## src/sv/assert_macros.svh

```systemverilog
// Assertion macros used by the sorter top-level RTL file.
`ifndef ASSERT_MACROS_SVH
`define ASSERT_MACROS_SVH
`ifndef ASSERT_OFF
`define ASSERT_ALWAYS(lbl, clk, rst_n, expr) \
	lbl: assert property (@(posedge clk) disable iff (!rst_n) (expr)) \
		else $error("invariant violated");
`define ASSERT_NEXT(lbl, clk, rst_n, ante, cons) \
	lbl: assert property (@(posedge clk) disable iff (!rst_n) (ante) |=> (cons)) \
		else $error("next-cycle check failed");
`else
`define ASSERT_ALWAYS(lbl, clk, rst_n, expr)
`define ASSERT_NEXT(lbl, clk, rst_n, ante, cons)
`endif
`endif

```

## src/sv/lps_pkg.sv

```systemverilog
package lps_pkg;

	localparam int COORD_W = 32;
	localparam int KEY_W   = 3 * COORD_W;
	localparam int IDX_W   = 8;
	localparam int ARR_W   = 9;

	localparam logic [COORD_W-1:0] SIGN_FLIP = {1'b1, {(COORD_W-1){1'b0}}};

	localparam logic OP_LOAD = 1'b0;
	localparam logic OP_READ = 1'b1;

	typedef enum logic [1:0] {
		ST_LOAD_OK    = 2'd0,
		ST_READ_OK    = 2'd1,
		ST_LOAD_FULL  = 2'd2,
		ST_READ_EMPTY = 2'd3
	} status_t;

	typedef logic [KEY_W-1:0] key_t;

	typedef struct packed {
		logic                      operation;
		logic signed [COORD_W-1:0] coord_x;
		logic signed [COORD_W-1:0] coord_y;
		logic signed [COORD_W-1:0] coord_z;
	} req_t;

	typedef struct packed {
		logic [IDX_W-1:0] sorted_index;
		logic             last_of_run;
		status_t          status;
	} rsp_t;

	typedef struct packed {
		key_t             key;
		logic [IDX_W-1:0] idx;
	} entry_t;

	typedef struct packed {
		logic insert;
		logic pop;
	} cell_ctl_t;

endpackage

```

## src/sv/lps_cell.sv

```systemverilog
module lps_cell (
	input  logic              clk,
	input  logic              occupied,
	input  lps_pkg::cell_ctl_t ctl,
	input  lps_pkg::entry_t   new_entry,
	input  lps_pkg::entry_t   left_entry,
	input  logic              left_gt,
	input  lps_pkg::entry_t   right_entry,
	output lps_pkg::entry_t   entry,
	output logic              gt
);
	import lps_pkg::*;

	entry_t entry_q;

	// An empty cell counts as greater, so a key no smaller than every stored key lands after them.
	assign gt    = !occupied || (entry_q.key > new_entry.key);
	assign entry = entry_q;

	always_ff @(posedge clk) begin
		if (ctl.insert && gt) begin
			entry_q <= left_gt ? left_entry : new_entry;
		end else if (ctl.pop) begin
			entry_q <= right_entry;
		end
	end

endmodule

```

## config.mk

```make
export PLATFORM = sky130hd
export DESIGN_NAME = lps_cell
export DESIGN_NICKNAME = d
export VERILOG_FILES = /design/src/sv/assert_macros.svh /design/src/sv/lps_pkg.sv /design/src/sv/lps_cell.sv
export SDC_FILE = /design/constraint.sdc
export NUM_CORES = 1
export LEC_CHECK = 0
export ABC_CLOCK_PERIOD_IN_PS = 6110
export BUFFER_PORTS_ARGS = -buffer_cell sky130_fd_sc_hd__buf_2
export CORE_AREA = 2 2 166 168
export CTS_CLUSTER_SIZE = 28
export DETAILED_ROUTE_END_ITERATION = 8
export DIE_AREA = 0 0 168 170
export PLACE_DENSITY = 0.57
export SYNTH_ARGS = -nofsm -noshare
export SYNTH_HDL_FRONTEND = slang
export SYNTH_SLANG_ARGS = --single-unit
```

## constraint.sdc

```tcl
create_clock -name clk -period 6.11 [get_ports clk]
set_clock_uncertainty 0.15 [all_clocks]
set_input_delay 0 -clock clk [delete_from_list [all_inputs] [get_ports clk]]
set_output_delay 0 -clock clk [all_outputs]
set_load 0.005 [all_outputs]
```

==> run metrics <==
status completed; pin count of the biggest net entering global routing 90; setup slack, reg-to-reg 950 ps; Leak Pwr 6.322 nW; global-route usage over all layers 18.81%; Root Buffer clkbuf_16; Psw 0.0007040 W; Die H 170 µm; HP Class input port to primary output; clk_lat worst skew 360 ps; GPL Wtd Cong 0.8327; total die area 28560 µm²; worst flop-to-flop path endpoint entry[12]$_DFFE_PP_; area delta synth->final 58.11%; Seq/Total Area, Yosys 38.25%; vias in the first global route 8179; Cells on Worst Hold Path 3; Pwr Total 0.002454 W; Pwr Density 190.1 nW/µm²; final hold viol count 0; CP endpoint kind register; share of cells above drive strength 1 39.93%; first-pass GRT wire length 42.23 mm; Starting Density a little under a third; min Tclk post-route 5155 ps; mean post-synth cell area 10.28 µm²; Worst Tran Pin Value 987.4 ps; most frequent cells in the layout buf_2, dlygate4sd3_1, nand2_1; Rel. slew slack 34.17%; clock share of power approximately a quarter; Cell Int Power 0.001750 W; total grt overflow 0; CTS tree done; Clock Path Buffers 2; H-tree depth 3; Place WS roughly 1400 ps; Port-buffer cells 421; Core ar. 26650 µm²; Syn Nets between 1000 and 1500; hold-fix buffer count after cts 208; asr flop ratio synth 0%; setup_tns 0 ps; Peak Freq 194.0 MHz; maxcap violations 0; Routed wire per std cell 15.95 µm; Layout fillers 2523; RSZ-0062 raised after global routing no; Resize count post-CTS 0; Die W between 150 and 200 µm; Startpoint Class register; drc violations 0; Seq cells post-synth 104; max reg flops between 100 and 150; via count roughly 8200; prevailing post-synth register cell edfxtp_1; Yosys warnings 0; Slew Viols, Final 0; fin worst setup slack between 900 and 1000 ps; Setup CP Type register to register; Combinational Power Share 34.9%; worst path required time approximately 6000 ps; Post-DP Area approximately 10000 µm²; antenna violations before repair 3; # clock sinks 104; Worst Reg-to-Reg Cells 11; Tcrit/Tclk final between 80% and 90%; initial detailed-routing violation count 285; CP arrival 5100 ps; synth unique cells 42; switching share of total power between 20% and 30%; NumNets Final 1818; Post-synth EDFFs 104; row cnt 60; hold worst-path end gt; post-DP HPWL 21.39 mm; CTS buffer count 9; sequential power share 38.7%; mapped cell area 8165 µm²; Synth Instances roughly 800; Routed WL 27.97 mm; Setup Buffers After CTS 0; vias per cell around 4.7; origin of the critical flop-to-flop path entry[101]$_DFFE_PP_; Ports 422; Worst Path Max Fanout 55; final non-filler cell area 12910 µm²; min-delay src occupied; most common cell after layout, fill and taps aside buf_2; post-route ant nets 0; Final setup viols 0; VDD IR max 0.0001115 V; router iterations before antenna repair 5; Clk pin slew, worst setup/hold paths roughly 90 ps
==> worst max path at each step <==
stage                               startpoint                  end  cells after the start
final                     entry[101]$_DFFE_PP_  entry[12]$_DFFE_PP_                     11
after global routing      entry[101]$_DFFE_PP_  entry[12]$_DFFE_PP_                     11
after CTS                 entry[101]$_DFFE_PP_   entry[4]$_DFFE_PP_                     11
after detailed placement  entry[101]$_DFFE_PP_  entry[15]$_DFFE_PP_                     10
after global placement    entry[101]$_DFFE_PP_  entry[15]$_DFFE_PP_                     10
after floorplan           entry[101]$_DFFE_PP_   entry[0]$_DFFE_PP_                     11
==> power by group through the flow <==
| stage | logic (W) | registers, W | clock network [W] |
|---|---|---|---|
| after floorplan | 0.000400 | 0.000969 | 0 |
| after global placement | 0.000693 | 0.000960 | 0 |
| after detailed placement | 0.000697 | 0.000965 | 0 |
| after CTS | 0.000862 | 0.000949 | 0.000675 |
| after global routing | 0.000952 | 0.000959 | 0.000695 |
| final | 0.000856 | 0.000949 | 0.000649 |
==> cell usage after synthesis, drive strengths merged, types with 2 or more instances <==
| cell | number | area share [%] |
|---|---|---|
| a211oi | 3 | 0.28 |
| a21o | 6 | 0.55 |
| a21oi | 39 | 2.4 |
| a221o | 3 | 0.37 |
| a221oi | 2 | 0.21 |
| and4 | 4 | 0.43 |
| buf | 13 | 2.1 |
| clkbuf | 21 | 0.97 |
| edfxtp | 104 | 38 |
| ha | 96 | 15 |
| inv | 99 | 4.6 |
| mux2 | 113 | 18 |
| nand2 | 120 | 5.5 |
| nand3 | 11 | 0.74 |
| nand4 | 17 | 1.5 |
| nor2 | 6 | 0.28 |
| nor3 | 7 | 0.43 |
| nor4 | 4 | 0.64 |
| o211ai | 2 | 0.18 |
| o21ai | 109 | 6.7 |
==> routing by layer <==
metal / GRT usage (%) / share of wire, % / up-vias
met2: 34.84 / 51 / 282
li1: - / - / 4074
met5: 0 / 0.046 / -
met4: 6.276 / 2.3 / 2
met1: 21.60 / 41 / 3793
met3: 3.814 / 6.1 / 37
==> kinds of logic (layout without fill, tap and decap cells) <==
logic type,after synthesis,after routing,share of synthesized area (%)
DFF,104,104,38.25
adders and majority gates,96,96,14.71
buffers and inverters,133,749,7.585
other,0,2,0
and+or+nand+nor,176,176,10.13
AOI/OAI and AO/OA,172,172,11.49
muxes,113,113,17.84
==> through the flow <==
step,util (%),hold slack [ps],std cells
6_report,48.44,180.3,1753
5_1_grt,48.43,190.1,1752
4_1_cts,48.42,185.9,1751
3_5_place_dp,39.38,153.1,1527
3_3_place_gp,39.38,150.3,1527
2_1_floorplan,-,-78.67,794
==> area by class of cell <==
cell class                      count  area (µm²)  share of cell area, %
Timing Repair Buffer              634        4229                  32.76
Clock inverter                      7       102.6                 0.7947
Inverter                           99       371.6                  2.878
Sequential cell                   104        3123                  24.19
Tap cell                          341       426.7                  3.305
Clock buffer                        9       225.2                  1.745
Antenna cell                        2       5.005                0.03877
Multi-Input combinational cell    557        4427                  34.29
==> critical path: stages, from the launching register on <==
cell           delay, ps
edfxtp_1             410
ha_1                 330
nand4_2              180
nor4_4               430
nand3_2              130
or3_1                360
o32ai_1              170
o41a_2               210
buf_4                600
buf_4                870
mux2_2               410
dlygate4sd3_1        550
No activity file was read; power rests on OpenSTA's default activity.
