<file path="src/sv/assert_macros.svh">
// Assertion macros used by the sorter top-level RTL file.
`ifndef ASSERT_MACROS_SVH
`define ASSERT_MACROS_SVH
`ifndef ASSERT_OFF
`define ASSERT_ALWAYS(lbl, clk, rst_n, expr) \
	lbl: assert property (@(posedge clk) disable iff (!rst_n) (expr)) \
		else $error("invariant violated");
`define ASSERT_NEXT(lbl, clk, rst_n, ante, cons) \
	lbl: assert property (@(posedge clk) disable iff (!rst_n) (ante) |=> (cons)) \
		else $error("next-cycle check failed");
`else
`define ASSERT_ALWAYS(lbl, clk, rst_n, expr)
`define ASSERT_NEXT(lbl, clk, rst_n, ante, cons)
`endif
`endif

</file>
<file path="src/sv/lps_pkg.sv">
package lps_pkg;

	localparam int COORD_W = 32;
	localparam int KEY_W   = 3 * COORD_W;
	localparam int IDX_W   = 8;
	localparam int ARR_W   = 9;

	localparam logic [COORD_W-1:0] SIGN_FLIP = {1'b1, {(COORD_W-1){1'b0}}};

	localparam logic OP_LOAD = 1'b0;
	localparam logic OP_READ = 1'b1;

	typedef enum logic [1:0] {
		ST_LOAD_OK    = 2'd0,
		ST_READ_OK    = 2'd1,
		ST_LOAD_FULL  = 2'd2,
		ST_READ_EMPTY = 2'd3
	} status_t;

	typedef logic [KEY_W-1:0] key_t;

	typedef struct packed {
		logic                      operation;
		logic signed [COORD_W-1:0] coord_x;
		logic signed [COORD_W-1:0] coord_y;
		logic signed [COORD_W-1:0] coord_z;
	} req_t;

	typedef struct packed {
		logic [IDX_W-1:0] sorted_index;
		logic             last_of_run;
		status_t          status;
	} rsp_t;

	typedef struct packed {
		key_t             key;
		logic [IDX_W-1:0] idx;
	} entry_t;

	typedef struct packed {
		logic insert;
		logic pop;
	} cell_ctl_t;

endpackage

</file>
<file path="src/sv/lps_stream_if.sv">
interface lps_stream_if #(
	parameter type T = logic
) ();
	logic valid;
	logic ready;
	T     data;

	modport source (output valid, output data, input ready);
	modport sink (input valid, input data, output ready);
endinterface

</file>
<file path="src/sv/lps_out_buf.sv">
module lps_out_buf (
	input  logic          clk,
	input  logic          arst_n,
	input  logic          push,
	input  lps_pkg::rsp_t push_data,
	output logic          space,
	lps_stream_if.source  rsp
);
	import lps_pkg::*;

	logic main_valid_q;
	logic skid_valid_q;
	rsp_t main_q;
	rsp_t skid_q;
	logic drain;

	assign drain     = main_valid_q && rsp.ready;
	assign space     = !skid_valid_q;
	assign rsp.valid = main_valid_q;
	assign rsp.data  = main_q;

	always_ff @(posedge clk or negedge arst_n) begin
		if (!arst_n) begin
			main_valid_q <= 1'b0;
			skid_valid_q <= 1'b0;
		end else if (!main_valid_q || drain) begin
			main_valid_q <= skid_valid_q || push;
			skid_valid_q <= skid_valid_q && push;
		end else begin
			skid_valid_q <= skid_valid_q || push;
		end
	end

	always_ff @(posedge clk) begin
		if (!main_valid_q || drain) begin
			main_q <= skid_valid_q ? skid_q : push_data;
		end
		if (push) begin
			skid_q <= push_data;
		end
	end

endmodule

</file>
<file path="src/flat_wrapper.sv">
// flat-port wrapper written by rule: the top's interface ports become plain ports
module lps_out_buf_flat import lps_pkg::*;
  (clk, arst_n, push, push_data, space, rsp_valid, rsp_data, rsp_ready);
  lps_stream_if rsp_i ();
  input  logic clk;
  input  logic arst_n;
  input  logic push;
  input  lps_pkg::rsp_t push_data;
  output logic space;
  output wire logic [$bits(rsp_i.valid)-1:0] rsp_valid;
  output wire logic [$bits(rsp_i.data)-1:0] rsp_data;
  input wire logic [$bits(rsp_i.ready)-1:0] rsp_ready;
  assign rsp_valid = rsp_i.valid;
  assign rsp_data = rsp_i.data;
  assign rsp_i.ready = rsp_ready;
  lps_out_buf u_core (.clk(clk), .arst_n(arst_n), .push(push), .push_data(push_data), .space(space), .rsp(rsp_i));
endmodule
</file>
<file path="config.mk">
export PLATFORM = sky130hd
export DESIGN_NAME = lps_out_buf_flat
export DESIGN_NICKNAME = d
export VERILOG_FILES = /design/src/sv/assert_macros.svh /design/src/sv/lps_pkg.sv /design/src/sv/lps_stream_if.sv /design/src/sv/lps_out_buf.sv /design/src/flat_wrapper.sv
export SDC_FILE = /design/constraint.sdc
export NUM_CORES = 1
export LEC_CHECK = 0
export BUFFER_PORTS_ARGS = -buffer_cell sky130_fd_sc_hd__clkbuf_2
export CELL_PAD_IN_SITES_DETAIL_PLACEMENT = 0
export CELL_PAD_IN_SITES_GLOBAL_PLACEMENT = 2
export CORE_AREA = 5 5 42 44
export DETAILED_ROUTE_END_ITERATION = 10
export DIE_AREA = 0 0 47 49
export PLACE_DENSITY = 0.62
export SYNTH_ARGS = -nofsm -noshare
export SYNTH_HDL_FRONTEND = slang
export SYNTH_SLANG_ARGS = --single-unit
</file>
<file path="constraint.sdc">
create_clock -name clk -period 2.26 [get_ports clk]
set_clock_uncertainty 0.15 [all_clocks]
set_input_delay 0.452 -clock clk [delete_from_list [all_inputs] [get_ports clk]]
set_output_delay 0.452 -clock clk [all_outputs]
set_load 0.02 [all_outputs]
</file>
==> metrics.md <==
| Metric | Value |
|---|---|
| Fraction of layout cells with a size suffix above 1 | 0.545 |
| Cts repair resizes | 0 |
| I/O pin cnt | 18 |
| Fin nets | 39 |
| # diodes | 0 |
| Pleak | 0.117 nW |
| CTS root buffer | clkbuf_4 |
| Syn_area_per_cell | 14.4 um^2 |
| DR WL met2 | 104 um |
| Row count | 14 |
| Non-filler cells, final | 38 |
| Arrival @ worst endpoint | 0.88 ns |
| Layout area overhead | 55.1% |
| DRC Markers | 0 |
| RSZ-0062 raised after global routing | no |
| Final WL | 350 um |
| Power Density | 878 mW/mm^2 |
| Largest net degree at the start of global routing | 5 |
| Yosys reg bits | 4 |
| Gr ovfl total | 0 |
| Total power | 0.216 mW |
| Fin crit period | 1.49 ns |
| Setup repair bufs after CTS | 0 |
| Starting density of the core | 0.113 |
| First-pass GRT wire length | 641 um |
| Crit path buf inv count | 2 |
| DRT iter0 DRCs | 1 |
| CTS tree | done |
| CTS Buffer Depth | 2 |
| Status | finished clean |
| CTS sink count | 4 |
| Hold/Removal Path Class | primary input to flip-flop |
| Top post-synthesis cells by area | edfxtp_1, dfrtp_1, mux2_4 |
| Metal1 wirelength | 142 um |
| Peak supply drop | 0.161 mV |
| Top delay family on crit path | flip-flops |
| Die H | 49 um |
| Port-buffer cells | 7 |
| CP Max Fanout | 4 |
| Distinct cells, synth | 8 |
| Total track usage | 0.0460 |
| Die area | 0.00230 mm^2 |
| Drt pass-1 iters | 2 |
| Worst path slowest cell | dfrtp_1 |
| Max-cap violations | 0 |
| Final Setup Violations | 0 |
| Syn Inst Count | 11 |
| CP Class | flip-flop to output pin |
| Gp weighted congestion | 0.647 |
| Area of the core | 0.00140 mm^2 |
| Wirelength per Cell | 9.21 um |
| Crit path capture type | output pin |
| Cell Area, Synth | 159 um^2 |
| Area leader, netlist | edfxtp_1 |
| Fmax | 0.673 GHz |
| Final hold violations | 0 |
| Uppermost routed layer | met4 |
| H-tree lvl count | 1 |
| Die width | 47 um |
| Placed insts | 34 |
| Data required time of the critical path | 1.66 ns |
| Initial antenna violation count | 0 |
| CP Cell Sequence | inv_1, clkbuf_2 |
| Actual slew at the worst max-slew pin | 0.163 ns |
| Syn Nets | 26 |
| Via/cell ratio | 3.16 |
| Post-route ant nets | 0 |
| Max_slew headroom | 0.892 |
| Critical Path Max Stage Delay | 0.42 ns |
| Hold-fix buffers, CTS | 1 |
| Metal3 WL | 80 um |
| Setup TNS | 0 ns |
| Total CTS buffers | 3 |
| Post-route cell area | 246 um^2 |
| Startpoint Class | flip-flop |
| Clock insertion delay at the later pin of the skew report | 0.24 ns |
| Vias in the first global route | 149 |
| Post-DP HPWL | 274 um |
| Final Slew Violations | 0 |
| Yosys top cell area share | 0.378 |
| Dpl cell area | 214 um^2 |
| Ys Warns | 0 |
| Seq/Total Area, Yosys | 0.693 |
| Post-route clock period utilization | 0.657 |
| Via count | 120 |
| Clock Pin Slew Worst Setup and Hold Paths | 0.04 ns |
| Post-layout util | 0.176 |
==> path summary, 6_finish.rpt <==
check	start	end	slack, ns	cells after the start
setup / recovery	u_core.skid_valid_q$_DFF_PN0_	space	0.77	2
hold / removal	push_data[0]	u_core.skid_q[0]$_DFFE_PP_	0.26	1
setup reg to reg	u_core.skid_valid_q$_DFF_PN0_	u_core.rsp.data$_DFFE_PP_	1.13	1
hold reg to reg	u_core.rsp.valid$_DFFE_PN0P_	u_core.rsp.valid$_DFFE_PN0P_	0.38	2
max in group asynchronous	arst_n	u_core.rsp.valid$_DFFE_PN0P_	1.47	2
min in group asynchronous	arst_n	u_core.skid_valid_q$_DFF_PN0_	0.38	2
==> cells in the final DEF, fill, tap and decap left out <==
cell type and instances:
clkbuf_4 3, clkbuf_2 7, nand2b_4 1, dfrtp_1 2, dlygate4sd3_1 1, o21ai_1 1, inv_1 1, nor2_1 1
edfxtp_1 2, mux2_4 1, nand2_1 2
==> through the flow <==
| step | worst slack, ns | hold slack (ns) |
|---|---|---|
| after floorplan | 1.11 | 0.00641 |
| after global placement | 1.04 | 0.0873 |
| after detailed placement | 1.03 | 0.0909 |
| after CTS | 0.763 | 0.252 |
| after global routing | 0.730 | 0.253 |
| final | 0.774 | 0.256 |
==> cell families after synthesis <==
| group | after synthesis | share of synthesized area |
|---|---|---|
| AND/OR/NAND/NOR | 4 | 0.157 |
| flip-flops | 4 | 0.693 |
| multiplexers | 1 | 0.0945 |
| AO/OA/AOI/OAI | 1 | 0.0315 |
| buffers and inverters | 1 | 0.0236 |
==> state kept, by name, indices dropped and copies added (netlist names) <==
register,flops
u_core.rsp.valid,1
u_core.skid_valid_q,1
u_core.skid_q,1
u_core.rsp.data,1
==> cell usage after synthesis <==
library cell,number
nor2_1,1
mux2_4,1
o21ai_1,1
edfxtp_1,2
inv_1,1
dfrtp_1,2
nand2b_4,1
nand2_1,2
==> where the power goes <==
group | internal [mW] | switching, mW
logic | 0.0156 | 0.0172
clock network | 0.0596 | 0.0320
registers | 0.0859 | 0.00610
total | 0.161 | 0.0553
==> area by class of cell <==
type | count | area, um^2
timing repair buffer | 8 | 45.0
multi-input combinational | 6 | 45.0
clock buffer | 3 | 22.5
inverter | 1 | 3.75
fill | 162 | 1150
tap | 16 | 20.0
sequential | 4 | 110
==> layer usage <==
layer | vias to the layer above | track usage
li1 | 58 | -
met1 | 48 | 0.0468
met2 | 11 | 0.0407
met3 | 3 | 0.0406
met4 | 0 | 0.0691
met5 | - | 0
Power figures use the tool's default switching activity.
